File: src/design/stsr_pkg.sv
package stsr_pkg;

    // Fixed field widths of the stream words and the configuration register
    localparam int TIME_W   = 16;
    localparam int COUNT_W  = 7;
    localparam int WINDOW_W = 8;
    localparam int STATUS_W = 2;

    localparam logic [WINDOW_W-1:0] WINDOW_RESET = 8'd3;

    // Defaults for the top-level parameters
    localparam int DEF_CAPACITY  = 64;
    localparam int DEF_TIME_BITS = 16;

    typedef enum logic [0:0] {
        CMD_RESERVE = 1'b0,
        CMD_COUNT   = 1'b1
    } stsr_cmd_t;

    typedef enum logic [STATUS_W-1:0] {
        STATUS_OK       = 2'd0,
        STATUS_CONFLICT = 2'd1,
        STATUS_FULL     = 2'd2
    } stsr_status_t;

    typedef enum logic [1:0] {
        ST_IDLE,
        ST_SCAN,
        ST_COMMIT
    } stsr_state_t;

endpackage

File: src/design/spaced_time_slot_reserver.sv
// A word is accepted in idle; the scan then reads the stored times (at most CAPACITY)
//   out of the slot memory and folds each one in, and commit posts the result once the
//   output register is free, so a stalled output holds commit and adds its wait. A new
//   word is taken only back in idle, after commit; the slot memory read port scans one
//   stored time per cycle.
// Reset (aresetn low, synchronous): empty table, spacing_window = 3, no result pending.
//   The slot memory itself is not cleared; the fill count marks which slots are valid.
module spaced_time_slot_reserver #(
    parameter int CAPACITY  = stsr_pkg::DEF_CAPACITY,
    parameter int TIME_BITS = stsr_pkg::DEF_TIME_BITS
) (
    input  logic                          aclk,
    input  logic                          aresetn,

    // Configuration: spacing_window
    input  logic                          cfg_we,
    input  logic [stsr_pkg::WINDOW_W-1:0] cfg_wdata,

    // Request stream
    input  logic                          s_axis_tvalid,
    output logic                          s_axis_tready,
    input  logic [stsr_pkg::TIME_W-1:0]   s_axis_tdata,   // [15:0] time_value
    input  logic                          s_axis_tuser,   // [0] command

    // Result stream
    output logic                          m_axis_tvalid,
    input  logic                          m_axis_tready,
    output logic [7:0]                    m_axis_tdata,   // [6:0] count, [7] zero
    output logic [stsr_pkg::STATUS_W-1:0] m_axis_tuser    // [1:0] status
);

    // Slots are only ever appended, never freed, so the valid slots always form
    // the prefix [0, fill). The fill count stands in for per-slot valid bits.
    localparam int AW = (CAPACITY > 1) ? $clog2(CAPACITY) : 1;
    localparam int CW = $clog2(CAPACITY + 1);

    stsr_pkg::stsr_state_t  state_reg, state_next;
    stsr_pkg::stsr_cmd_t    cmd_reg, cmd_next;
    logic [TIME_BITS-1:0]   time_reg, time_next;
    logic [CW-1:0]          fill_reg, fill_next;
    logic [CW-1:0]          idx_reg, idx_next;
    logic                   pend_reg, pend_next;
    logic                   hit_reg, hit_next;
    logic [CW-1:0]          cnt_reg, cnt_next;
    logic [stsr_pkg::WINDOW_W-1:0] window_reg, window_next;

    logic                   m_valid_reg, m_valid_next;
    stsr_pkg::stsr_status_t m_status_reg, m_status_next;
    logic [stsr_pkg::COUNT_W-1:0] m_count_reg, m_count_next;

    // RAM port signals
    logic                   ram_we;
    logic                   ram_re;
    logic [TIME_BITS-1:0]   ram_rdata;

    // Time input masked (or zero-extended) to TIME_BITS
    logic [stsr_pkg::TIME_W+TIME_BITS-1:0] time_in_wide;
    logic [TIME_BITS-1:0]   time_in;

    // Count truncated or zero-extended to the 7-bit result field
    logic [CW+stsr_pkg::COUNT_W-1:0] cnt_wide;
    logic [stsr_pkg::COUNT_W-1:0]    cnt_field;

    // Compare path against the slot that came out of the RAM this cycle
    logic [TIME_BITS-1:0]   win_ext;
    logic [TIME_BITS-1:0]   diff;
    logic                   near;
    logic                   at_or_below;
    logic                   out_free;

    assign time_in_wide = {{TIME_BITS{1'b0}}, s_axis_tdata};
    assign time_in      = time_in_wide[TIME_BITS-1:0];
    assign cnt_wide     = {{stsr_pkg::COUNT_W{1'b0}}, cnt_reg};
    assign cnt_field    = cnt_wide[stsr_pkg::COUNT_W-1:0];

    assign win_ext     = TIME_BITS'(window_reg);
    assign diff        = (ram_rdata >= time_reg) ? (ram_rdata - time_reg)
                                                 : (time_reg - ram_rdata);
    assign near        = (diff < win_ext);
    assign at_or_below = (ram_rdata <= time_reg);
    assign out_free    = !m_valid_reg || m_axis_tready;

    stsr_ram #(
        .WIDTH (TIME_BITS),
        .DEPTH (CAPACITY)
    ) u_slots (
        .aclk  (aclk),
        .we    (ram_we),
        .waddr (fill_reg[AW-1:0]),
        .wdata (time_reg),
        .re    (ram_re),
        .raddr (idx_reg[AW-1:0]),
        .rdata (ram_rdata)
    );

    // Next state
    always_comb begin
        state_next = state_reg;
        unique case (state_reg)
            stsr_pkg::ST_IDLE: begin
                if (s_axis_tvalid) begin
                    state_next = stsr_pkg::ST_SCAN;
                end
            end
            stsr_pkg::ST_SCAN: begin
                // Leave once every slot was issued and the last read was folded in
                if (idx_reg == fill_reg && !pend_reg) begin
                    state_next = stsr_pkg::ST_COMMIT;
                end
            end
            stsr_pkg::ST_COMMIT: begin
                if (out_free) begin
                    state_next = stsr_pkg::ST_IDLE;
                end
            end
            default: state_next = stsr_pkg::ST_IDLE;
        endcase
    end

    // Datapath and outputs
    always_comb begin
        cmd_next      = cmd_reg;
        time_next     = time_reg;
        fill_next     = fill_reg;
        idx_next      = idx_reg;
        pend_next     = pend_reg;
        hit_next      = hit_reg;
        cnt_next      = cnt_reg;
        m_status_next = m_status_reg;
        m_count_next  = m_count_reg;
        m_valid_next  = m_valid_reg && !m_axis_tready;
        window_next   = cfg_we ? cfg_wdata : window_reg;
        ram_we        = 1'b0;
        ram_re        = 1'b0;

        unique case (state_reg)
            stsr_pkg::ST_IDLE: begin
                // Latch the request and restart the scan
                if (s_axis_tvalid) begin
                    cmd_next  = stsr_pkg::stsr_cmd_t'(s_axis_tuser);
                    time_next = time_in;
                    idx_next  = '0;
                    pend_next = 1'b0;
                    hit_next  = 1'b0;
                    cnt_next  = '0;
                end
            end
            stsr_pkg::ST_SCAN: begin
                // Issue one slot read per cycle
                pend_next = 1'b0;
                if (idx_reg < fill_reg) begin
                    ram_re    = 1'b1;
                    idx_next  = idx_reg + 1'b1;
                    pend_next = 1'b1;
                end
                // Fold in the slot read last cycle
                if (pend_reg) begin
                    if (near) begin
                        hit_next = 1'b1;
                    end
                    if (at_or_below) begin
                        cnt_next = cnt_reg + 1'b1;
                    end
                end
            end
            stsr_pkg::ST_COMMIT: begin
                // Hold until the output register is free, then post the result
                if (out_free) begin
                    m_valid_next = 1'b1;
                    m_count_next = '0;
                    if (cmd_reg == stsr_pkg::CMD_COUNT) begin
                        m_status_next = stsr_pkg::STATUS_OK;
                        m_count_next  = cnt_field;
                    end else if (hit_reg) begin
                        m_status_next = stsr_pkg::STATUS_CONFLICT;
                    end else if (fill_reg == CW'(CAPACITY)) begin
                        m_status_next = stsr_pkg::STATUS_FULL;
                    end else begin
                        // Append into the first free slot
                        m_status_next = stsr_pkg::STATUS_OK;
                        ram_we        = 1'b1;
                        fill_next     = fill_reg + 1'b1;
                    end
                end
            end
            default: begin
                ram_we = 1'b0;
            end
        endcase
    end

    always_ff @(posedge aclk) begin
        if (!aresetn) begin
            state_reg   <= stsr_pkg::ST_IDLE;
            fill_reg    <= '0;
            m_valid_reg <= 1'b0;
            pend_reg    <= 1'b0;
            window_reg  <= stsr_pkg::WINDOW_RESET;
        end else begin
            state_reg   <= state_next;
            fill_reg    <= fill_next;
            m_valid_reg <= m_valid_next;
            pend_reg    <= pend_next;
            window_reg  <= window_next;
        end
    end

    always_ff @(posedge aclk) begin
        cmd_reg      <= cmd_next;
        time_reg     <= time_next;
        idx_reg      <= idx_next;
        hit_reg      <= hit_next;
        cnt_reg      <= cnt_next;
        m_status_reg <= m_status_next;
        m_count_reg  <= m_count_next;
    end

    assign s_axis_tready = (state_reg == stsr_pkg::ST_IDLE);
    assign m_axis_tvalid = m_valid_reg;
    assign m_axis_tdata  = {1'b0, m_count_reg};
    assign m_axis_tuser  = m_status_reg;

    // The table never grows past its capacity
    assert property (@(posedge aclk) disable iff (!aresetn)
        fill_reg <= CW'(CAPACITY))
        else $error("fill count above capacity");

    // A slot is written only while committing into a non-full table
    assert property (@(posedge aclk) disable iff (!aresetn)
        ram_we |-> (state_reg == stsr_pkg::ST_COMMIT) && (fill_reg < CW'(CAPACITY)))
        else $error("slot write outside commit or into full table");

    // Every slot write advances the fill count by exactly one
    assert property (@(posedge aclk) disable iff (!aresetn)
        ram_we |=> fill_reg == CW'($past(fill_reg) + 1'b1))
        else $error("fill count did not follow slot write");

    // A count result never exceeds the number of stored times
    assert property (@(posedge aclk) disable iff (!aresetn)
        (state_reg == stsr_pkg::ST_COMMIT) |-> cnt_reg <= fill_reg)
        else $error("count above fill");

    // A new result appears only out of the commit step
    assert property (@(posedge aclk) disable iff (!aresetn)
        $rose(m_valid_reg) |-> $past(state_reg == stsr_pkg::ST_COMMIT))
        else $error("result posted outside commit");

endmodule

File: src/design/stsr_ram.sv
module stsr_ram #(
    parameter int WIDTH = 16,
    parameter int DEPTH = 64
) (
    input  logic                     aclk,
    input  logic                     we,
    input  logic [$clog2(DEPTH)-1:0] waddr,
    input  logic [WIDTH-1:0]         wdata,
    input  logic                     re,
    input  logic [$clog2(DEPTH)-1:0] raddr,
    output logic [WIDTH-1:0]         rdata
);

    logic [WIDTH-1:0] mem_reg [DEPTH];
    logic [WIDTH-1:0] rdata_reg;

    always_ff @(posedge aclk) begin
        if (we) begin
            mem_reg[waddr] <= wdata;
        end
        if (re) begin
            rdata_reg <= mem_reg[raddr];
        end
    end

    assign rdata = rdata_reg;

endmodule

File: config.mk
export PLATFORM = sky130hd
export DESIGN_NAME = spaced_time_slot_reserver
export DESIGN_NICKNAME = d
export VERILOG_FILES = /design/src/design/stsr_pkg.sv /design/src/design/spaced_time_slot_reserver.sv /design/src/design/stsr_ram.sv
export SDC_FILE = /design/constraint.sdc
export NUM_CORES = 1
export LEC_CHECK = 0
export BUFFER_PORTS_ARGS = -buffer_cell sky130_fd_sc_hd__buf_4
export CORE_ASPECT_RATIO = 1.5
export CORE_UTILIZATION = 55
export CTS_BUF_LIST = sky130_fd_sc_hd__clkbuf_16
export CTS_CLUSTER_DIAMETER = 120
export DETAILED_ROUTE_END_ITERATION = 8
export PLACE_DENSITY = 0.77
export REMOVE_ABC_BUFFERS = 1
export SLEW_MARGIN = 20
export SYNTH_ARGS = -nofsm -noshare
export SYNTH_HDL_FRONTEND = slang
export SYNTH_HIERARCHICAL = 1
export SYNTH_SLANG_ARGS = --single-unit
File: constraint.sdc
create_clock -name aclk -period 12.5 [get_ports aclk]
set_input_delay 3.125 -clock aclk [delete_from_list [all_inputs] [get_ports aclk]]
set_output_delay 3.125 -clock aclk [all_outputs]
set_load 0.02 [all_outputs]
# [Word level (Yosys, flattened, before mapping)]
# Memory sizes are Yosys's and may differ from the RTL's. A register that Yosys moved wholly into a read port is not among the register bits.
# Index checks and enable logic that the tools add are counted.
[word_totals] reg_bits=60 ram_bits=1024 input_bits=30 output_inout_bits=12 wordCells=83 n_memories=1
[mem_list] name="u_slots.mem_reg" depth=64 word_bits=16 rd=1 rd_clocked_by_memory_dff=1 wr=1 line_no="stsr_ram.sv:14" source="logic [WIDTH-1:0] mem_reg [DEPTH];"
[classes] addsub=5 order_cmp=4 eq_ne=11 mux=29 n_bitwise=3 reduce_logical=17
[op_table] operator="16-bit subtractor" n=2
[op_table] operator="7-bit 2-to-1 mux" n=4
[op_table] operator="7-bit case mux with 2 select lines" n=2
[op_table] operator="7-bit by 1-bit adder with 7-bit output, second input constant" n=3
[op_table] operator="16-bit >= comparator" n=1
[op_table] operator="16-bit <= comparator" n=1
[op_table] operator="16-bit by 8-bit < comparator with 1-bit output" n=1
[op_table] operator="16-bit 2-to-1 mux" n=1
[op_table] operator="1-bit 2-to-1 mux" n=15
[op_table] operator="2-bit != test, second input constant" n=7
[op_table] operator="2-bit 2-to-1 mux" n=4
[op_table] operator="4-bit AND reduction" n=2
[op_table] operator="7-bit equality test" n=1
[op_table] operator="7-bit equality test, second input constant" n=1
[op_table] operator="7-bit < comparator" n=1
[op_table] operator="2-bit case mux with 3 select lines" n=1
[op_table] operator="2-bit AND reduction" n=3
[op_table] operator="3-bit AND reduction" n=2
[op_table] operator="5-bit AND reduction" n=1
[op_table] operator="1-bit case mux with 2 select lines" n=2
[op_table] operator="1-bit zero test" n=3
[op_table] operator="1-bit NOT" n=3
[op_table] operator="2-bit by 1-bit equality test with 1-bit output, second input constant" n=1
[op_table] operator="2-bit equality test, second input constant" n=1
[op_table] operator="other kinds (5)" n=6

# [Longest topological paths before layout]
# Gate-level depths: netlist of the first run.
[logic_depth] ltp_word=8 depth_mapped=21 depth_no_buf=20

# [Cells and area by module]
# The synthesis of the first run kept the hierarchy.
[modules_own_cells] module="stsr_ram" n_inst=1 cells_per_inst=1829 area_per_inst_um2=40202.3 seq_area_each_um2=31230.0
[modules_own_cells] module="spaced_time_slot_reserver" n_inst=1 cells_per_inst=449 area_per_inst_um2=4301.6 seq_area_each_um2=1611.5

# [Worst setup path before layout of the first run]
# OpenSTA, ideal clock, no wires.
[synth_path] path_type="input-to-reg" from="input port m_axis_tready" to="memory u_slots.mem_reg[48][0] (enable)" setup_ps=409 arrival_time_ps=5944 t_required_ps=12091 path_slack_ps=6147 path_stages=7 path_buffers=0 cell_sequence="nand2b_1 > nor2b_1 > nand2_1 > a31oi_1 > nor2b_1 > nand4b_1 > nor3_1"
[synth_between] elab_chain_cells=5
[synth_lines] element="start, declared" line_no="spaced_time_slot_reserver.sv:27" source="input logic m_axis_tready,"
[synth_lines] element="1-bit logical OR" line_no="spaced_time_slot_reserver.sv:81" source="assign out_free = !m_valid_reg || m_axis_tready;"
[synth_lines] element="1-bit 2-to-1 mux" line_no="spaced_time_slot_reserver.sv:168" source="if (out_free) begin"
[synth_lines] element="1-bit 2-to-1 mux" line_no="spaced_time_slot_reserver.sv:136" source="unique case (state_reg)"
[synth_lines] element="via ram_we" line_no="spaced_time_slot_reserver.sv:52" source="logic ram_we;"
[synth_lines] element="1-bit 2-to-1 mux" line_no="stsr_ram.sv:18" source="if (we) begin"
[synth_lines] element="1-bit 2-to-1 mux (not written as such)" line_no="stsr_ram.sv:19" source="mem_reg[waddr] <= wdata;"
[synth_lines] element="end, declared" line_no="stsr_ram.sv:14"
# The timed path passes the listed nets, and every way through them passes these cells.

# [Worst setup path after layout of the first run]
[layout_path] from="input port m_axis_tready" to="memory u_slots.mem_reg[30][0] (enable)"
# The elaborated chain is that of the path after synthesis.

==> results.ini, run 1 <==
[sta]
clock.fmax_ghz = 0.158
rsz0062_at_grt = false
period_share_pct = 50.7
whs_ps = 504
finalHoldViolCount = 0
slew_headroom_pct = 31.3
fin_tns_setup_ps = 0
slew_viol_final = 0
fin_crit_ps = 6340
setup_viol = 0
finClkSkew_ps = 26.5
tightest_slew_ps = 1030

[route]
post_drt_wl_per_cell_um = 30.1
ant_nets = 0
drt_iter0_markers = 2705
vias = 22600
drc = 0
totalWireLength_um = 105000
dr.pass1.iters = 5
vias_per_cell = 6.49

[synthesis]
ys_warn_count = 6
yosys.area_share.adder_pct = 1.47
muxShareOfSynthArea_pct = 14.3
synthArstFlopShare_pct = 0
ys_seq_area_share_pct = 73.8
synth_xor_area_share_pct = 0.590
ys.flop_type = edfxtp_1
synthCells = 2278
synth_area_sq_um = 44500
yosys_register_bits = 1100
synth_compound_area_share_pct = 3.69
synth_edf_count = 1081
ys_types = 73
syn_area_per_cell_sq_um = 19.5
synth_top_family_by_area = multiplexers
yosys.area_share.simple_pct = 3.87

[floorplanning]
die_h_um = 350
start_util_pct = 55.6
die_area_sq_um = 82100
ios = 42
die_w_um = 234
num_rows = 127
coreArea_sq_um = 80100

[power_and_ir_drop]
power_density_nw_per_um2 = 162
leakage_uw = 0.0158
irDropWorstVdd_uv = 102

[clock_tree]
cts_setup_buffers = 0
cts_buffer_depth = 3
clock_sinks = 1100
cts_hold_buffers = 0
cts_root_buf = clkbuf_16
path_clk_slew_ps = 70
clk_latency_ps = 680
cts_buffers = 92
cts_tree = done
htree_levels = 3
ctsResizeCount = 0

[critical_path]
slowest_stage = nor2_2
path_buf_inv = 2
cp_max_fo = 16
crit_family = simple AND/OR/NAND/NOR gates
cp-start-kind = input pin
cp-end-kind = register
critPathKind = in -> reg
crit_arrival_ps = 6630
crit_chain = buf_4 -> nand2b_1 -> nor2b_1 -> nand2_1 -> a31oi_1 -> buf_4 -> nor2b_1 -> nand3_1 -> nor2_2
slowest_delay_ps = 990
critical_path_required_ps = 12790

[global_route]
grt_usage_pct = 26.3
first_global_vias = 23000
grt_overflow = 0
grt_max_degree = 142
antenna_found_initial = 1
grt_pass1_wl_um = 153000

[placed_design]
dp_hpwl_um = 62700
gp_congestion = 0.899
io_buffers = 40
dp_cells = 3311

[hold_path]
hold_path.class = reg -> reg

[final_layout]
nets = 2455
area_growth_pct = 10.2
final_common_cell = edfxtp_1
fin_cells = 3482
drive_gt1_share_pct = 22.0
seqCellArea_sq_um = 32800
multi_input_area_sq_um = 10700
fillCellCount = 5329
layout_common_cells = edfxtp_1, mux4_2, buf_4
final_core_util_pct = 61.2
largest_reg_flops = 1024

[outcome]
outcome = completed

[run]
maxCapViolations = 0

-- stage by stage --
| step | setup slack [ps] | cell area [sq um] | power, uW |
|---|---|---|---|
| 2_1_floorplan | 711 | 43700 | 4940 |
| 3_3_place_gp | 5570 | 45900 | 5090 |
| 3_5_place_dp | 5410 | 46000 | 5120 |
| 4_1_cts | 6090 | 49000 | 7990 |
| 5_1_grt | 6090 | 49000 | 8180 |
| 6_report | 6160 | 49000 | 7950 |
-- cells by family after synthesis --
kind of cell | count (synthesis)
buffers and inverters | 174
flip-flops | 1100
multiplexers | 349
AND/OR/NAND/NOR | 347
other | 1
adder cells (fa/ha/maj) | 51
AO/OA/AOI/OAI | 226
XOR/XNOR | 30
-- Yosys cell counts, types with 4 or more instances --
cell / number / share of area (%)
a211o_1: 9 / 0.18
a211oi_1: 17 / 0.29
a21o_1: 11 / 0.19
a21oi_1: 41 / 0.46
a221o_1: 6 / 0.13
a221oi_1: 16 / 0.31
a22o_1: 6 / 0.12
a22oi_1: 39 / 0.66
a311oi_1: 8 / 0.16
a31oi_1: 13 / 0.18
a41oi_1: 5 / 0.098
and2_1: 17 / 0.24
and3_1: 5 / 0.070
and4_1: 6 / 0.12
buf_12: 5 / 0.22
buf_2: 40 / 0.45
buf_4: 17 / 0.29
buf_6: 19 / 0.48
clkbuf_1: 31 / 0.26
dfxtp_1: 19 / 0.85
edfxtp_1: 1081 / 73
ha_1: 49 / 1.4
inv_1: 53 / 0.45
mux2_2: 28 / 0.71
mux2i_1: 97 / 2.2
mux4_1: 4 / 0.24
mux4_2: 220 / 11
nand2_1: 79 / 0.67
nand2b_1: 11 / 0.15
nand3_1: 36 / 0.40
nand4_1: 20 / 0.28
nor2_1: 102 / 0.86
nor2b_1: 43 / 0.60
nor3_1: 9 / 0.10
o211ai_1: 4 / 0.067
o21a_1: 5 / 0.084
o21ai_0: 22 / 0.25
o21ai_1: 4 / 0.045
or3_1: 4 / 0.056
xnor2_1: 17 / 0.33
xor2_1: 13 / 0.26
-- worst min-delay path, stage by stage, from the launching register on --
cell and delay, ps:
dfxtp_1 330, nand3_1 60, a21boi_0 70
-- power by group --
part	internal (uW)	switching, uW
registers	4100	17.0
logic	352	576
clock network	1600	1300
total	6050	1900
-- path summary, 6_finish.rpt --
kind | cells after the start | endpoint | from | slack (ps)
max reg2reg | 19 | hit_reg | time_reg[5] | 6770
min | 2 | pend_reg | pend_reg | 500
min reg2reg | 2 | pend_reg | pend_reg | 500
max | 9 | u_slots/mem_reg[30][0] | m_axis_tready | 6160
-- final cells by class --
type | count | share of cell area, %
Clock buffer | 92 | 4.70
Clock inverter | 77 | 1.51
Timing Repair Buffer | 123 | 1.97
Antenna cell | 1 | 0.00510
Tap cell | 1032 | 2.63
Inverter | 53 | 0.406
Multi-Input combinational cell | 1004 | 21.8
Sequential cell | 1100 | 67.0
-- per-layer routing --
metal	vias up	track usage, %	share of wire, %
li1	9436	-	-
met5	-	0	0
met2	1231	43.7	50
met3	303	4.42	7.5
met4	0	18.2	7.9
met1	11600	31.3	34
Note: power is estimated with default switching activity, not from simulation.
==> inputs of run 2 (changes only) <==
Settings changed: PLACE_DENSITY 0.77 to 0.8.
Clock period 12.5 ns to 5.69 ns, I/O delays scaled along.
==> run 2 against run 1 <==
  * Non-clock buffer count up 28
  * Global-route usage down 0.22 points
  * Clock power up 120%
  * Critical path depth up 8
  * Via count up 0.73%
==> results.ini, run 2 (synthesis gave the netlist of run 1 again) <==
[floorplanning]
start_util_pct = 55.6  ; unchanged
die_h_um = 350  ; unchanged
die_area_sq_um = 82100  ; unchanged
num_rows = 127  ; unchanged
coreArea_sq_um = 80100  ; unchanged
die_w_um = 234  ; unchanged
ios = 42  ; unchanged

[final_layout]
nets = 2483  ; +1.1%
drive_gt1_share_pct = 22.5  ; +0.49 points
area_growth_pct = 10.7
fin_cells = 3516  ; +0.98%
design_area_sq_um = 49200  ; +0.45%
layout_common_cells = edfxtp_1, mux4_2, buf_4
largest_reg_flops = 1024  ; unchanged
final_common_cell = edfxtp_1

[global_route]
first_global_vias = 23300  ; +1.2%
grt_overflow = 0  ; unchanged
grt_max_degree = 74  ; -48%
antenna_found_initial = 1  ; unchanged
grt_usage_pct = 26.1  ; -0.22 points
grt_pass1_wl_um = 153000  ; +0.16%

[power_and_ir_drop]
irDropWorstVdd_uv = 227  ; +120%
power_uw = 17400  ; +120%
leakage_uw = 0.0159  ; +0.98%
power_density_nw_per_um2 = 353  ; +120%

[critical_path]
critical_path_required_ps = 6030  ; -6760 ps
worstSetupEndpoint = hit_reg
crit_family = compound AO/OA/AOI/OAI gates
cp-startpoint = u_slots/rdata[5]
crit_chain = ha_1 -> nand4_1 -> a21oi_1 -> nor3_4 -> o21ba_2 -> o21bai_4 -> mux2_2 -> ha_1 -> a21boi_1 -> o21ai_0 -> nand2b_1 -> a211oi_1 -> o21bai_1 -> a21o_1 -> a2111oi_2 -> o311ai_1 -> o31ai_2
cp_num_cells = 17  ; +8
crit_arrival_ps = 5200  ; -1430 ps
path_buf_inv = 0  ; -2
worstRegToRegCells = 17  ; -2
slowest_delay_ps = 470  ; -520 ps
rrSetupSlack_ps = 830  ; -5940 ps
r2r_start = u_slots/rdata[5]
crit_path_frequent_cell = ha_1
cp-end-kind = register
cp-start-kind = register
cp_max_fo = 18  ; +2
r2r-end = hit_reg
slowest_stage = ha_1
critPathKind = reg -> reg

[outcome]
outcome = completed

[route]
ant_nets = 0  ; unchanged
totalWireLength_um = 105000  ; -0.15%
drc = 0  ; unchanged
drt_iter0_markers = 2550  ; -5.7%
vias_per_cell = 6.47  ; -0.25%
dr.pass1.iters = 6  ; +1
vias = 22800  ; +0.73%
post_drt_wl_per_cell_um = 29.7  ; -1.1%

[sta]
rsz0062_at_grt = false
whs_ps = 529  ; +25.5 ps
fin_crit_ps = 4860
slew_viol_final = 0  ; unchanged
fin_tns_setup_ps = 0  ; unchanged
slew_headroom_pct = 17.5  ; -14 points
clock.fmax_ghz = 0.206
finalHoldViolCount = 0  ; unchanged
tightest_slew_ps = 1230  ; +198 ps
setup_viol = 0  ; unchanged
period_share_pct = 85.3
finClkSkew_ps = 21.1  ; -5.34 ps

[clock_tree]
cts_tree = done
cts_root_buf = clkbuf_16
path_clk_slew_ps = 70  ; about the same
clk_latency_ps = 660  ; -20 ps
htree_levels = 3  ; unchanged
cts_hold_buffers = 0  ; unchanged
ctsResizeCount = 0  ; unchanged
clock_sinks = 1100  ; unchanged
cts_buffers = 92  ; unchanged
cts_setup_buffers = 0  ; unchanged
cts_buffer_depth = 3  ; unchanged

[placed_design]
placed_cell_area_sq_um = 46200  ; +0.59%
gp_congestion = 0.955  ; +6.1%
io_buffers = 40  ; unchanged
dp_hpwl_um = 64100  ; +2.1%
dp_cells = 3340  ; +0.88%

[run]
maxCapViolations = 0  ; unchanged

[hold_path]
hold_path.class = reg -> reg

[run 2: cell count changes in the layout (fill, tap and decap cells not counted), sizes merged]
cell / delta
diode: +3
clkinvlp: +3
clkbuf: +4
buf: +28
bufinv: -4
inv: -1
clkinv: +1
[run 2: power by group]
part / leakage, uW / internal (uW) / total (uW) / switching (uW)
Combinational: 0.00455 / 791 / 2070 / 1280
Clock: 0.00151 / 3440 / 6260 / 2820
Sequential: 0.00989 / 9010 / 9060 / 57.4
[run 2: worst min-delay path by stage]
stage | start | cells past startpoint | end
6_report | window_reg[4] | 2 | window_reg[4]
5_1_grt | window_reg[6] | 2 | window_reg[6]
4_1_cts | pend_reg | 2 | pend_reg
3_5_place_dp | pend_reg | 2 | pend_reg
3_3_place_gp | pend_reg | 2 | pend_reg
2_1_floorplan | window_reg[0] | 2 | window_reg[0]
[run 2: area by class of cell]
cell class | instances | area, sq um
Multi-Input combinational cell | 1004 | 10700
Clock buffer | 96 | 2400
Clock inverter | 76 | 608
Tap cell | 1032 | 1290
Fill cell | 5288 | 30800
Sequential cell | 1100 | 32800
Timing Repair Buffer | 151 | 1230
Antenna cell | 4 | 10.0
Inverter | 53 | 199
[run 2: metal layers]
metal,track usage (%),part of all wire (%),up-vias
met5,0,0,-
li1,-,-,9497
met3,4.14,7.1,291
met2,45.9,52,1256
met4,16.2,7.3,0
met1,29.6,33,11700
[run 2: worst register-to-register path: stages, from the launching register on]
cell and delay [ps]:
edfxtp_1 380, ha_1 470, nand4_1 270, a21oi_1 330
nor3_4 100, o21ba_2 240, o21bai_4 430, mux2_2 410
ha_1 260, a21boi_1 120, o21ai_0 150, nand2b_1 70
a211oi_1 250, o21bai_1 110, a21o_1 190, a2111oi_2 380
o311ai_1 170, o31ai_2 210
[run 2: stage by stage]
stage | setup slack (ps) | utilization, %
after floorplan | -6100 | -
after global placement | 923 | 57.7
after detailed placement | 859 | 57.7
after CTS | 850 | 61.5
after global routing | 539 | 61.5
final | 834 | 61.5
